==> src/hw/rtl/sllm_pkg.sv <==
// shared types and codes for the singly linked list manager
// no dependencies; imported by the channel users, control and top level
package sllm_pkg;

  localparam int unsigned ValueW = 32;
  localparam int unsigned CountOutW = 7;

  typedef enum logic [1:0] {
    OP_APPEND    = 2'd0,
    OP_REM_HEAD  = 2'd1,
    OP_REM_TAIL  = 2'd2,
    OP_REM_AFTER = 2'd3
  } sllm_op_e;

  typedef enum logic [2:0] {
    ST_OK        = 3'd0,
    ST_EMPTY     = 3'd1,
    ST_NOT_FOUND = 3'd2,
    ST_NO_SUCC   = 3'd3,
    ST_FULL      = 3'd4
  } sllm_status_e;

  typedef struct packed {
    sllm_op_e                  operation;
    logic signed [ValueW-1:0]  value;
  } sllm_req_t;

  typedef struct packed {
    sllm_status_e              status;
    logic signed [ValueW-1:0]  removed_value;
    logic [CountOutW-1:0]      entry_count;
  } sllm_rsp_t;

  // enables from the sequencer to the node store
  typedef struct packed {
    logic rd_en;
    logic val_we;
    logic lnk_we;
  } sllm_mem_ctl_t;

endpackage

==> src/hw/rtl/sllm_chan_if.sv <==
// valid/ready channel carrying one payload beat
// payload type is set by whoever instantiates it (sllm_req_t or sllm_rsp_t)
interface sllm_chan_if #(
  parameter type T = logic
) ();
  logic valid;
  logic ready;
  T     data;

  modport source (output valid, output data, input ready);
  modport sink   (input valid, input data, output ready);
endinterface

==> src/hw/rtl/singly_linked_list_manager_unit.sv <==
// Singly linked list manager: ordered list of signed 32-bit values in a node store.
// Request channel req_i (sllm_req_t: operation, value), response channel rsp_o
// (sllm_rsp_t: status, removed_value, entry_count); one response beat per request.
// Operations: append at tail, remove head, remove tail, remove successor of the
// first node whose value matches.
// One item at a time. Remove tail on n >= 2 nodes walks n-2 links from the head
// to the node before the tail, one link read a cycle; remove-after walks from the
// head to the first match or the end of the list, then reads and unlinks the
// successor of the match if there is one.
// The walk speed is set by the single read port of the node store.
// The result sits in an output register; the next request is taken while it
// waits, and a stalled receiver only holds the following result back.
// Reset clears head, tail, count and the free-slot stack; the node memories
// need no clearing, so the block takes requests right after reset.
// Depends on sllm_pkg, sllm_chan_if, sllm_ctrl and sllm_store.
module singly_linked_list_manager_unit #(
  parameter int unsigned CAPACITY = 64
) (
  input  logic        clk_i,
  input  logic        rst_ni,
  sllm_chan_if.sink   req_i,
  sllm_chan_if.source rsp_o
);
  import sllm_pkg::*;

  localparam int unsigned SW = $clog2(CAPACITY);
  localparam int unsigned CW = $clog2(CAPACITY + 1);

  sllm_mem_ctl_t     mem_ctl;
  logic [SW-1:0]     rd_addr;
  logic [SW-1:0]     val_waddr;
  logic [ValueW-1:0] val_wdata;
  logic [SW-1:0]     lnk_waddr;
  logic [SW-1:0]     lnk_wdata;
  logic [ValueW-1:0] val_rd;
  logic [SW-1:0]     lnk_rd;

  sllm_ctrl #(
    .CAPACITY (CAPACITY),
    .SW       (SW),
    .CW       (CW)
  ) u_ctrl (
    .clk_i       (clk_i),
    .rst_ni      (rst_ni),
    .req_i       (req_i),
    .rsp_o       (rsp_o),
    .ctl_o       (mem_ctl),
    .rd_addr_o   (rd_addr),
    .val_waddr_o (val_waddr),
    .val_wdata_o (val_wdata),
    .lnk_waddr_o (lnk_waddr),
    .lnk_wdata_o (lnk_wdata),
    .val_rd_i    (val_rd),
    .lnk_rd_i    (lnk_rd)
  );

  sllm_store #(
    .CAPACITY (CAPACITY),
    .SW       (SW)
  ) u_store (
    .clk_i       (clk_i),
    .ctl_i       (mem_ctl),
    .rd_addr_i   (rd_addr),
    .val_waddr_i (val_waddr),
    .val_wdata_i (val_wdata),
    .lnk_waddr_i (lnk_waddr),
    .lnk_wdata_i (lnk_wdata),
    .val_rd_o    (val_rd),
    .lnk_rd_o    (lnk_rd)
  );

endmodule

==> src/hw/rtl/sllm_store.sv <==
// node store: value and link memories, one read address, registered read data
// depends on sllm_pkg for the control struct
module sllm_store #(
  parameter int unsigned CAPACITY = 64,
  parameter int unsigned SW       = $clog2(CAPACITY)
) (
  input  logic                        clk_i,
  input  sllm_pkg::sllm_mem_ctl_t     ctl_i,
  input  logic [SW-1:0]               rd_addr_i,
  input  logic [SW-1:0]               val_waddr_i,
  input  logic [sllm_pkg::ValueW-1:0] val_wdata_i,
  input  logic [SW-1:0]               lnk_waddr_i,
  input  logic [SW-1:0]               lnk_wdata_i,
  output logic [sllm_pkg::ValueW-1:0] val_rd_o,
  output logic [SW-1:0]               lnk_rd_o
);
  import sllm_pkg::*;

  logic [ValueW-1:0] val_mem [CAPACITY];
  logic [SW-1:0]     lnk_mem [CAPACITY];
  logic [ValueW-1:0] val_rd_q;
  logic [SW-1:0]     lnk_rd_q;

  always_ff @(posedge clk_i) begin
    if (ctl_i.val_we) begin
      val_mem[val_waddr_i] <= val_wdata_i;
    end
    if (ctl_i.lnk_we) begin
      lnk_mem[lnk_waddr_i] <= lnk_wdata_i;
    end
    if (ctl_i.rd_en) begin
      val_rd_q <= val_mem[rd_addr_i];
      lnk_rd_q <= lnk_mem[rd_addr_i];
    end
  end

  assign val_rd_o = val_rd_q;
  assign lnk_rd_o = lnk_rd_q;

endmodule

==> src/hw/rtl/sllm_ctrl.sv <==
// list sequencer: head/tail/count, free stack, walks and the result register
// depends on sllm_pkg, sllm_chan_if; drives the ports of sllm_store
module sllm_ctrl #(
  parameter int unsigned CAPACITY = 64,
  parameter int unsigned SW       = $clog2(CAPACITY),
  parameter int unsigned CW       = $clog2(CAPACITY + 1)
) (
  input  logic                        clk_i,
  input  logic                        rst_ni,
  sllm_chan_if.sink                   req_i,
  sllm_chan_if.source                 rsp_o,
  output sllm_pkg::sllm_mem_ctl_t     ctl_o,
  output logic [SW-1:0]               rd_addr_o,
  output logic [SW-1:0]               val_waddr_o,
  output logic [sllm_pkg::ValueW-1:0] val_wdata_o,
  output logic [SW-1:0]               lnk_waddr_o,
  output logic [SW-1:0]               lnk_wdata_o,
  input  logic [sllm_pkg::ValueW-1:0] val_rd_i,
  input  logic [SW-1:0]               lnk_rd_i
);
  import sllm_pkg::*;

  localparam logic [CW-1:0] CapC = CW'(CAPACITY);
  localparam logic [CW-1:0] OneC = CW'(1);
  localparam logic [CW-1:0] TwoC = CW'(2);

  typedef enum logic [3:0] {
    S_IDLE,
    S_APPEND,
    S_HEAD_RD,
    S_TAIL_RD,
    S_TAIL_WALK,
    S_TAIL_FIN,
    S_MATCH_WALK,
    S_VICTIM_RD,
    S_VICTIM_FIX,
    S_RESP
  } state_e;

  state_e            state_q;
  sllm_op_e          in_op;
  logic [ValueW-1:0] in_val;
  logic [ValueW-1:0] val_q;
  logic [SW-1:0]     head_q, tail_q, ftop_q, p_q, victim_q, slot_q;
  logic [CW-1:0]     cnt_q, wm_q, rem_q, pos_q;
  logic              pop_q;
  logic [ValueW-1:0] removed_q;
  sllm_status_e      status_q;
  logic              rsp_valid_q;
  sllm_rsp_t         rsp_q;
  logic              accept;
  logic              match;
  logic              cnt_full;
  logic              stack_nonempty;
  logic [CW-1:0]     cnt_m2;
  logic [CW+CountOutW-1:0] cnt_ext;

  assign in_op          = req_i.data.operation;
  assign in_val         = req_i.data.value;
  assign req_i.ready    = (state_q == S_IDLE);
  assign accept         = req_i.valid && req_i.ready;
  assign match          = (val_rd_i == val_q);
  assign cnt_full       = (cnt_q == CapC);
  assign stack_nonempty = (cnt_q < wm_q);
  assign cnt_m2         = cnt_q - TwoC;
  assign cnt_ext        = {{CountOutW{1'b0}}, cnt_q};

  assign rsp_o.valid = rsp_valid_q;
  assign rsp_o.data  = rsp_q;

  // memory port drive
  always_comb begin
    ctl_o       = '0;
    rd_addr_o   = '0;
    val_waddr_o = slot_q;
    val_wdata_o = val_q;
    lnk_waddr_o = '0;
    lnk_wdata_o = '0;
    unique case (state_q)
      S_IDLE: begin
        if (accept) begin
          unique case (in_op)
            OP_APPEND: begin
              if (!cnt_full && stack_nonempty) begin
                ctl_o.rd_en = 1'b1;
                rd_addr_o   = ftop_q;
              end
            end
            OP_REM_TAIL: begin
              ctl_o.rd_en = (cnt_q != '0);
              rd_addr_o   = tail_q;
            end
            default: begin
              ctl_o.rd_en = (cnt_q != '0);
              rd_addr_o   = head_q;
            end
          endcase
        end
      end
      S_APPEND: begin
        ctl_o.val_we = 1'b1;
        ctl_o.lnk_we = (cnt_q != '0);
        lnk_waddr_o  = tail_q;
        lnk_wdata_o  = slot_q;
      end
      S_HEAD_RD: begin
        ctl_o.lnk_we = 1'b1;
        lnk_waddr_o  = head_q;
        lnk_wdata_o  = ftop_q;
      end
      S_TAIL_RD: begin
        ctl_o.rd_en = (cnt_q > OneC) && (cnt_m2 != '0);
        rd_addr_o   = head_q;
      end
      S_TAIL_WALK: begin
        ctl_o.rd_en = (rem_q != OneC);
        rd_addr_o   = lnk_rd_i;
      end
      S_TAIL_FIN: begin
        ctl_o.lnk_we = 1'b1;
        lnk_waddr_o  = tail_q;
        lnk_wdata_o  = ftop_q;
      end
      S_MATCH_WALK: begin
        // either the successor of a match or the next node to compare
        ctl_o.rd_en = (pos_q < cnt_q);
        rd_addr_o   = lnk_rd_i;
      end
      S_VICTIM_RD: begin
        ctl_o.lnk_we = 1'b1;
        lnk_waddr_o  = p_q;
        lnk_wdata_o  = lnk_rd_i;
      end
      S_VICTIM_FIX: begin
        ctl_o.lnk_we = 1'b1;
        lnk_waddr_o  = victim_q;
        lnk_wdata_o  = ftop_q;
      end
      default: begin
      end
    endcase
  end

  always_ff @(posedge clk_i or negedge rst_ni) begin
    if (!rst_ni) begin
      state_q     <= S_IDLE;
      head_q      <= '0;
      tail_q      <= '0;
      ftop_q      <= '0;
      cnt_q       <= '0;
      wm_q        <= '0;
      rsp_valid_q <= 1'b0;
      status_q    <= ST_OK;
    end else begin
      // in S_RESP a leaving beat is replaced by the new one below
      if (rsp_o.valid && rsp_o.ready && (state_q != S_RESP)) begin
        rsp_valid_q <= 1'b0;
      end
      unique case (state_q)
        S_IDLE: begin
          if (accept) begin
            val_q     <= in_val;
            removed_q <= '0;
            status_q  <= ST_OK;
            if (in_op == OP_APPEND) begin
              if (cnt_full) begin
                status_q <= ST_FULL;
                state_q  <= S_RESP;
              end else begin
                pop_q   <= stack_nonempty;
                slot_q  <= stack_nonempty ? ftop_q : wm_q[SW-1:0];
                state_q <= S_APPEND;
              end
            end else if (cnt_q == '0) begin
              status_q <= ST_EMPTY;
              state_q  <= S_RESP;
            end else begin
              unique case (in_op)
                OP_REM_HEAD: state_q <= S_HEAD_RD;
                OP_REM_TAIL: state_q <= S_TAIL_RD;
                default: begin
                  p_q     <= head_q;
                  pos_q   <= OneC;
                  state_q <= S_MATCH_WALK;
                end
              endcase
            end
          end
        end
        S_APPEND: begin
          if (pop_q) begin
            ftop_q <= lnk_rd_i;
          end else begin
            wm_q <= wm_q + OneC;
          end
          if (cnt_q == '0) begin
            head_q <= slot_q;
          end
          tail_q  <= slot_q;
          cnt_q   <= cnt_q + OneC;
          state_q <= S_RESP;
        end
        S_HEAD_RD: begin
          removed_q <= val_rd_i;
          ftop_q    <= head_q;
          cnt_q     <= cnt_q - OneC;
          if (cnt_q == OneC) begin
            head_q <= '0;
            tail_q <= '0;
          end else begin
            head_q <= lnk_rd_i;
          end
          state_q <= S_RESP;
        end
        S_TAIL_RD: begin
          removed_q <= val_rd_i;
          p_q       <= head_q;
          rem_q     <= cnt_m2;
          if (cnt_q > OneC && cnt_m2 != '0) begin
            state_q <= S_TAIL_WALK;
          end else begin
            state_q <= S_TAIL_FIN;
          end
        end
        S_TAIL_WALK: begin
          p_q   <= lnk_rd_i;
          rem_q <= rem_q - OneC;
          if (rem_q == OneC) begin
            state_q <= S_TAIL_FIN;
          end
        end
        S_TAIL_FIN: begin
          ftop_q <= tail_q;
          cnt_q  <= cnt_q - OneC;
          if (cnt_q == OneC) begin
            head_q <= '0;
            tail_q <= '0;
          end else begin
            tail_q <= p_q;
          end
          state_q <= S_RESP;
        end
        S_MATCH_WALK: begin
          if (match) begin
            if (pos_q >= cnt_q) begin
              status_q <= ST_NO_SUCC;
              state_q  <= S_RESP;
            end else begin
              victim_q <= lnk_rd_i;
              state_q  <= S_VICTIM_RD;
            end
          end else if (pos_q >= cnt_q) begin
            status_q <= ST_NOT_FOUND;
            state_q  <= S_RESP;
          end else begin
            p_q   <= lnk_rd_i;
            pos_q <= pos_q + OneC;
          end
        end
        S_VICTIM_RD: begin
          removed_q <= val_rd_i;
          // victim was the tail: the matching node takes its place
          if (pos_q + OneC == cnt_q) begin
            tail_q <= p_q;
          end
          state_q <= S_VICTIM_FIX;
        end
        S_VICTIM_FIX: begin
          ftop_q  <= victim_q;
          cnt_q   <= cnt_q - OneC;
          state_q <= S_RESP;
        end
        S_RESP: begin
          if (!rsp_valid_q || rsp_o.ready) begin
            rsp_valid_q         <= 1'b1;
            rsp_q.status        <= status_q;
            rsp_q.removed_value <= removed_q;
            rsp_q.entry_count   <= cnt_ext[CountOutW-1:0];
            state_q             <= S_IDLE;
          end
        end
        default: state_q <= S_IDLE;
      endcase
    end
  end

endmodule

==> src/flat_wrapper.sv <==
// flat-port wrapper written by rule: the top's interface ports become plain ports
module singly_linked_list_manager_unit_flat import sllm_pkg::*;
#(
  parameter int unsigned CAPACITY = 64
)
  (clk_i, rst_ni, req_i_valid, req_i_data, req_i_ready, rsp_o_valid, rsp_o_data, rsp_o_ready);
  sllm_chan_if #(.T(sllm_req_t)) req_i_i ();
  sllm_chan_if #(.T(sllm_rsp_t)) rsp_o_i ();
  input  logic clk_i;
  input  logic rst_ni;
  input wire logic [$bits(req_i_i.valid)-1:0] req_i_valid;
  input wire logic [$bits(req_i_i.data)-1:0] req_i_data;
  output wire logic [$bits(req_i_i.ready)-1:0] req_i_ready;
  output wire logic [$bits(rsp_o_i.valid)-1:0] rsp_o_valid;
  output wire logic [$bits(rsp_o_i.data)-1:0] rsp_o_data;
  input wire logic [$bits(rsp_o_i.ready)-1:0] rsp_o_ready;
  assign req_i_i.valid = req_i_valid;
  assign req_i_i.data = req_i_data;
  assign req_i_ready = req_i_i.ready;
  assign rsp_o_valid = rsp_o_i.valid;
  assign rsp_o_data = rsp_o_i.data;
  assign rsp_o_i.ready = rsp_o_ready;
  singly_linked_list_manager_unit #(.CAPACITY(CAPACITY)) u_core (.clk_i(clk_i), .rst_ni(rst_ni), .req_i(req_i_i), .rsp_o(rsp_o_i));
endmodule
==> config.mk <==
export PLATFORM = sky130hd
export DESIGN_NAME = singly_linked_list_manager_unit_flat
export DESIGN_NICKNAME = d
export VERILOG_FILES = /design/src/hw/rtl/sllm_pkg.sv /design/src/hw/rtl/sllm_chan_if.sv /design/src/hw/rtl/singly_linked_list_manager_unit.sv /design/src/hw/rtl/sllm_store.sv /design/src/hw/rtl/sllm_ctrl.sv /design/src/flat_wrapper.sv
export SDC_FILE = /design/constraint.sdc
export NUM_CORES = 2
export LEC_CHECK = 0
export BUFFER_PORTS_ARGS = -buffer_cell sky130_fd_sc_hd__buf_4
export CORE_AREA = 2 2 469 564
export CTS_BUF_LIST = sky130_fd_sc_hd__clkbuf_4 sky130_fd_sc_hd__clkbuf_8
export DETAILED_ROUTE_END_ITERATION = 10
export DIE_AREA = 0 0 471 566
export PLACE_DENSITY_LB_ADDON = 0.25
export SLEW_MARGIN = 5
export SYNTH_ARGS = -nofsm -noshare
export SYNTH_HDL_FRONTEND = slang
export SYNTH_SLANG_ARGS = --single-unit
==> constraint.sdc <==
create_clock -name clk_i -period 6 [get_ports clk_i]
set_clock_uncertainty 0.05 [all_clocks]
set_input_delay 0.9 -clock clk_i [delete_from_list [all_inputs] [get_ports clk_i]]
set_output_delay 0.9 -clock clk_i [all_outputs]
set_load 0.005 [all_outputs]
==> metrics.md <==
| Metric | Value |
|---|---|
| DRC errors left | `0` |
| Uppermost layer routed | `met5` |
| Die area | `267000 um2` |
| Mapped Area | `slightly above 100000 um2` |
| FILL cells | `roughly 23k` |
| I/O Buffers | `81` |
| Slew Viols, Final | `0` |
| Critical Path AT | `approximately 5.5 ns` |
| Final HPWL DP | `193 mm` |
| ANT nets after route | `0` |
| IO Pins | `between 80 and 90` |
| Clk slew on worst S/H paths | `~0.070 ns` |
| CTS Buf Count | `approximately 410` |
| Worst relative slew slack | `0.104` |
| Worst setup path class | `register to register` |
| Final nets | `roughly 7.8k` |
| Core area | `261000 um2` |
| Startpoint types | `register` |
| WL final | `325 mm` |
| Max clock buf depth | `4` |
| Post-synth EDFFs | `2609` |
| TritonRoute pass-1 iters | `9` |
| Utilization after layout | `0.454` |
| Final period utilization | `0.810` |
| Placed Area | `110000 um2` |
| Tmin final | `4.86 ns` |
| Initial antenna violation count | `21` |
| Post-Syn Nets | `between 7k and 8k` |
| Hold Slack | `about 0.24 ns` |
| Post-synth top area share | `0.755` |
| Register area share after synthesis | `0.764` |
| Outcome | `finished clean` |
| Met3 WL | `27.6 mm` |
| Clk_lat worst skew | `approximately 1 ns` |
| Vias in the first global route | `63.8k` |
| Post-DR wirelength/cell | `between 20 and 30 um` |
| Worst hold-check path type | `input port to register` |
| Final setup TNS | `0 ns` |
| Ys async rst share | `0.0151` |
| First-pass GRT wire length | `462 mm` |
| CP max FO | `56` |
| Ys flop type | `edfxtp_1` |
| Detailed Route Iter0 Violations | `8143` |
| Share of cells above drive strength 1 | `0.141` |
| Max cap viols | `0` |
| Postcts setup bufs | `0` |
| Setup crit end kind | `register` |
| Final Hold Violating Endpoints | `0` |
| Die Y | `566 um` |
| Synth area leaders | `edfxtp_1, nand2_1, nand3_1` |
| Largest area contributor in the netlist | `edfxtp_1` |
| Maximum clock rate | `just over 200 MHz` |
| Die width | `471 um` |
| Routability cong. | `0.859` |
| Global route overflow | `0` |
| Finished Cell Area | `119000 um2` |
| RSZ-0062 raised after global routing | `no` |
| Final setup fails | `0` |
| Routed via count | `between 60k and 70k` |
| Tightest Pin Transition | `1.34 ns` |
| Clk sinks | `2649` |
| Root Buffer | `clkbuf_8` |
| Wire length on met2 | `approximately 160 mm` |
| Post-synth cell types | `72` |
| TritonCTS clock tree | `done` |
| Leak | `40.9 nW` |
| Peak VDD IR | `0.401 mV` |
| Synth warnings | `0` |
| Power density cells | `between 400 and 500 nW/um2` |
| Initial Util | `0.397` |
| Via density | `5.74` |
| FF+latch count, synth | `approximately 2.6k` |
| Syn_area_per_cell | `around 14 um2` |
| Met1 wire length | `126 mm` |
| Total track usage | `0.237` |
| CP required | `6.68 ns` |
| R2r setup slk | `around 1.1 ns` |
| Num rows | `206` |
| Post-Syn Instances | `7312` |
| Largest net degree at the start of global routing | `95` |
| Synth-to-layout area growth | `14.3%` |
| Htree depth | `5` |
==> power breakdown <==
| part | internal [mW] | switching, mW |
|---|---|---|
| Clock | 8.08 | 7.08 |
| Combinational | 4.24 | 10.5 |
| Sequential | 21.9 | 0.946 |
| Total | 34.2 | 18.6 |
==> worst max-delay path, stage by stage, from the launching register on <==
cell,delay [ns]
dfrtp_1,0.38
or4_1,0.71
inv_2,0.20
nand2_1,0.15
a2111oi_4,0.52
a21o_1,0.27
and2_4,0.57
buf_12,0.39
buf_4,0.33
a32oi_1,0.13
and3_1,0.20
a31oi_1,0.42
nand4b_1,0.17
==> cells in the final DEF, fill, tap and decap left out, drive strengths merged, types with 27 or more instances in the layout <==
| cell type | Yosys | final |
|---|---|---|
| and3 | 72 | 72 |
| nand3 | 507 | 507 |
| xor2 | 42 | 42 |
| clkinv | 0 | 146 |
| dlygate4sd3 | 0 | 33 |
| dfrtp | 40 | 40 |
| nand4 | 214 | 214 |
| inv | 36 | 45 |
| edfxtp | 2609 | 2609 |
| nor2 | 176 | 176 |
| clkbuf | 210 | 544 |
| ha | 27 | 27 |
| a31oi | 153 | 153 |
| a21oi | 146 | 146 |
| and4 | 44 | 44 |
| buf | 238 | 380 |
| nand2 | 1971 | 1971 |
| a32oi | 278 | 278 |
| a22oi | 32 | 32 |
| o21ai | 38 | 38 |
| mux2i | 249 | 249 |
==> state kept, by name (all words and copies together) (netlist names), 7 cells and up <==
signal,count
u_core.u_store.lnk_mem,384
u_core.u_store.val_rd_o,32
u_core.u_ctrl.pos_q,7
u_core.u_ctrl.cnt_q,7
u_core.u_ctrl.rsp_o.data,42
u_core.u_store.val_mem,2048
u_core.u_ctrl.val_wdata_o,32
u_core.u_ctrl.rem_q,7
u_core.u_ctrl.removed_q,32
u_core.u_ctrl.wm_q,7
==> cell usage after synthesis (all sizes together), types with 13 or more instances <==
cell    instances
edfxtp       2609
nand2        1971
nand3         507
a32oi         278
mux2i         249
buf           238
nand4         214
clkbuf        210
nor2          176
a31oi         153
a21oi         146
and3           72
and4           44
xor2           42
dfrtp          40
o21ai          38
inv            36
a22oi          32
ha             27
xnor2          23
nor3           22
nor4           15
a221oi         13
mux2           13
==> layer usage <==
metal,global-route usage,up-vias
met3,0.0440,648
met2,0.391,3246
met4,0.101,6
met1,0.307,33500
li1,-,28400
met5,0,-
==> logic make-up after synthesis <==
family                     after synthesis  share of synthesized area
muxes                                  262                     0.0254
adders and majority gates               27                    0.00325
xor gates and xnor gates                65                    0.00548
AOI/OAI and AO/OA                      732                     0.0514
and+or+nand+nor                       3093                      0.130
DFF                                   2649                      0.764
buffers and inverters                  484                     0.0201
==> layout make-up <==
class | count | area (um2) | share of cell area
repair buffers | 413 | 3880 | 0.0327
flip-flops and latches | 2649 | 79300 | 0.668
clock inverters | 182 | 1350 | 0.0114
well taps | 3432 | 4290 | 0.0362
multi-input cells | 4179 | 23000 | 0.194
inverters | 36 | 135 | 0.00114
diodes | 11 | 27.5 | 0.000232
clock buffers | 544 | 6710 | 0.0565
==> worst paths after layout <==
| path | start | to | cells after the start |
|---|---|---|---|
| setup / recovery | u_core.u_ctrl.state_q[1]$_DFFE_PN0P_ | u_core.u_store.val_rd_o[2]$_DFFE_PP_ | 12 |
| hold / removal | req_i_valid | u_core.u_ctrl.status_q[2]$_DFFE_PN0P_ | 3 |
| max in group asynchronous | rst_ni | u_core.u_ctrl.head_q[1]$_DFFE_PN0P_ | 2 |
| setup reg to reg | u_core.u_ctrl.state_q[1]$_DFFE_PN0P_ | u_core.u_store.val_rd_o[2]$_DFFE_PP_ | 12 |
| hold reg to reg | u_core.u_ctrl.removed_q[3]$_SDFFCE_PP0P_ | u_core.u_ctrl.rsp_o.data[10]$_DFFE_PP_ | 0 |
| min in group asynchronous | rst_ni | u_core.u_ctrl.wm_q[1]$_DFFE_PN0P_ | 2 |
==> timing repair <==
item,CTS,global route
gates resized for setup,0,0
hold endpoints to repair,72,0
hold buffers,33,0
==> metrics by stage <==
stage          power, mW  std cells  worst slack [ns]
6_report            52.8      11400              1.14
5_1_grt             54.8      11400             0.966
4_1_cts             52.8      11400              1.13
3_5_place_dp        37.8      10700             0.755
3_3_place_gp        37.7      10700             0.112
2_1_floorplan       31.3       7312             0.576
Note: power is estimated with default switching activity, not from simulation.
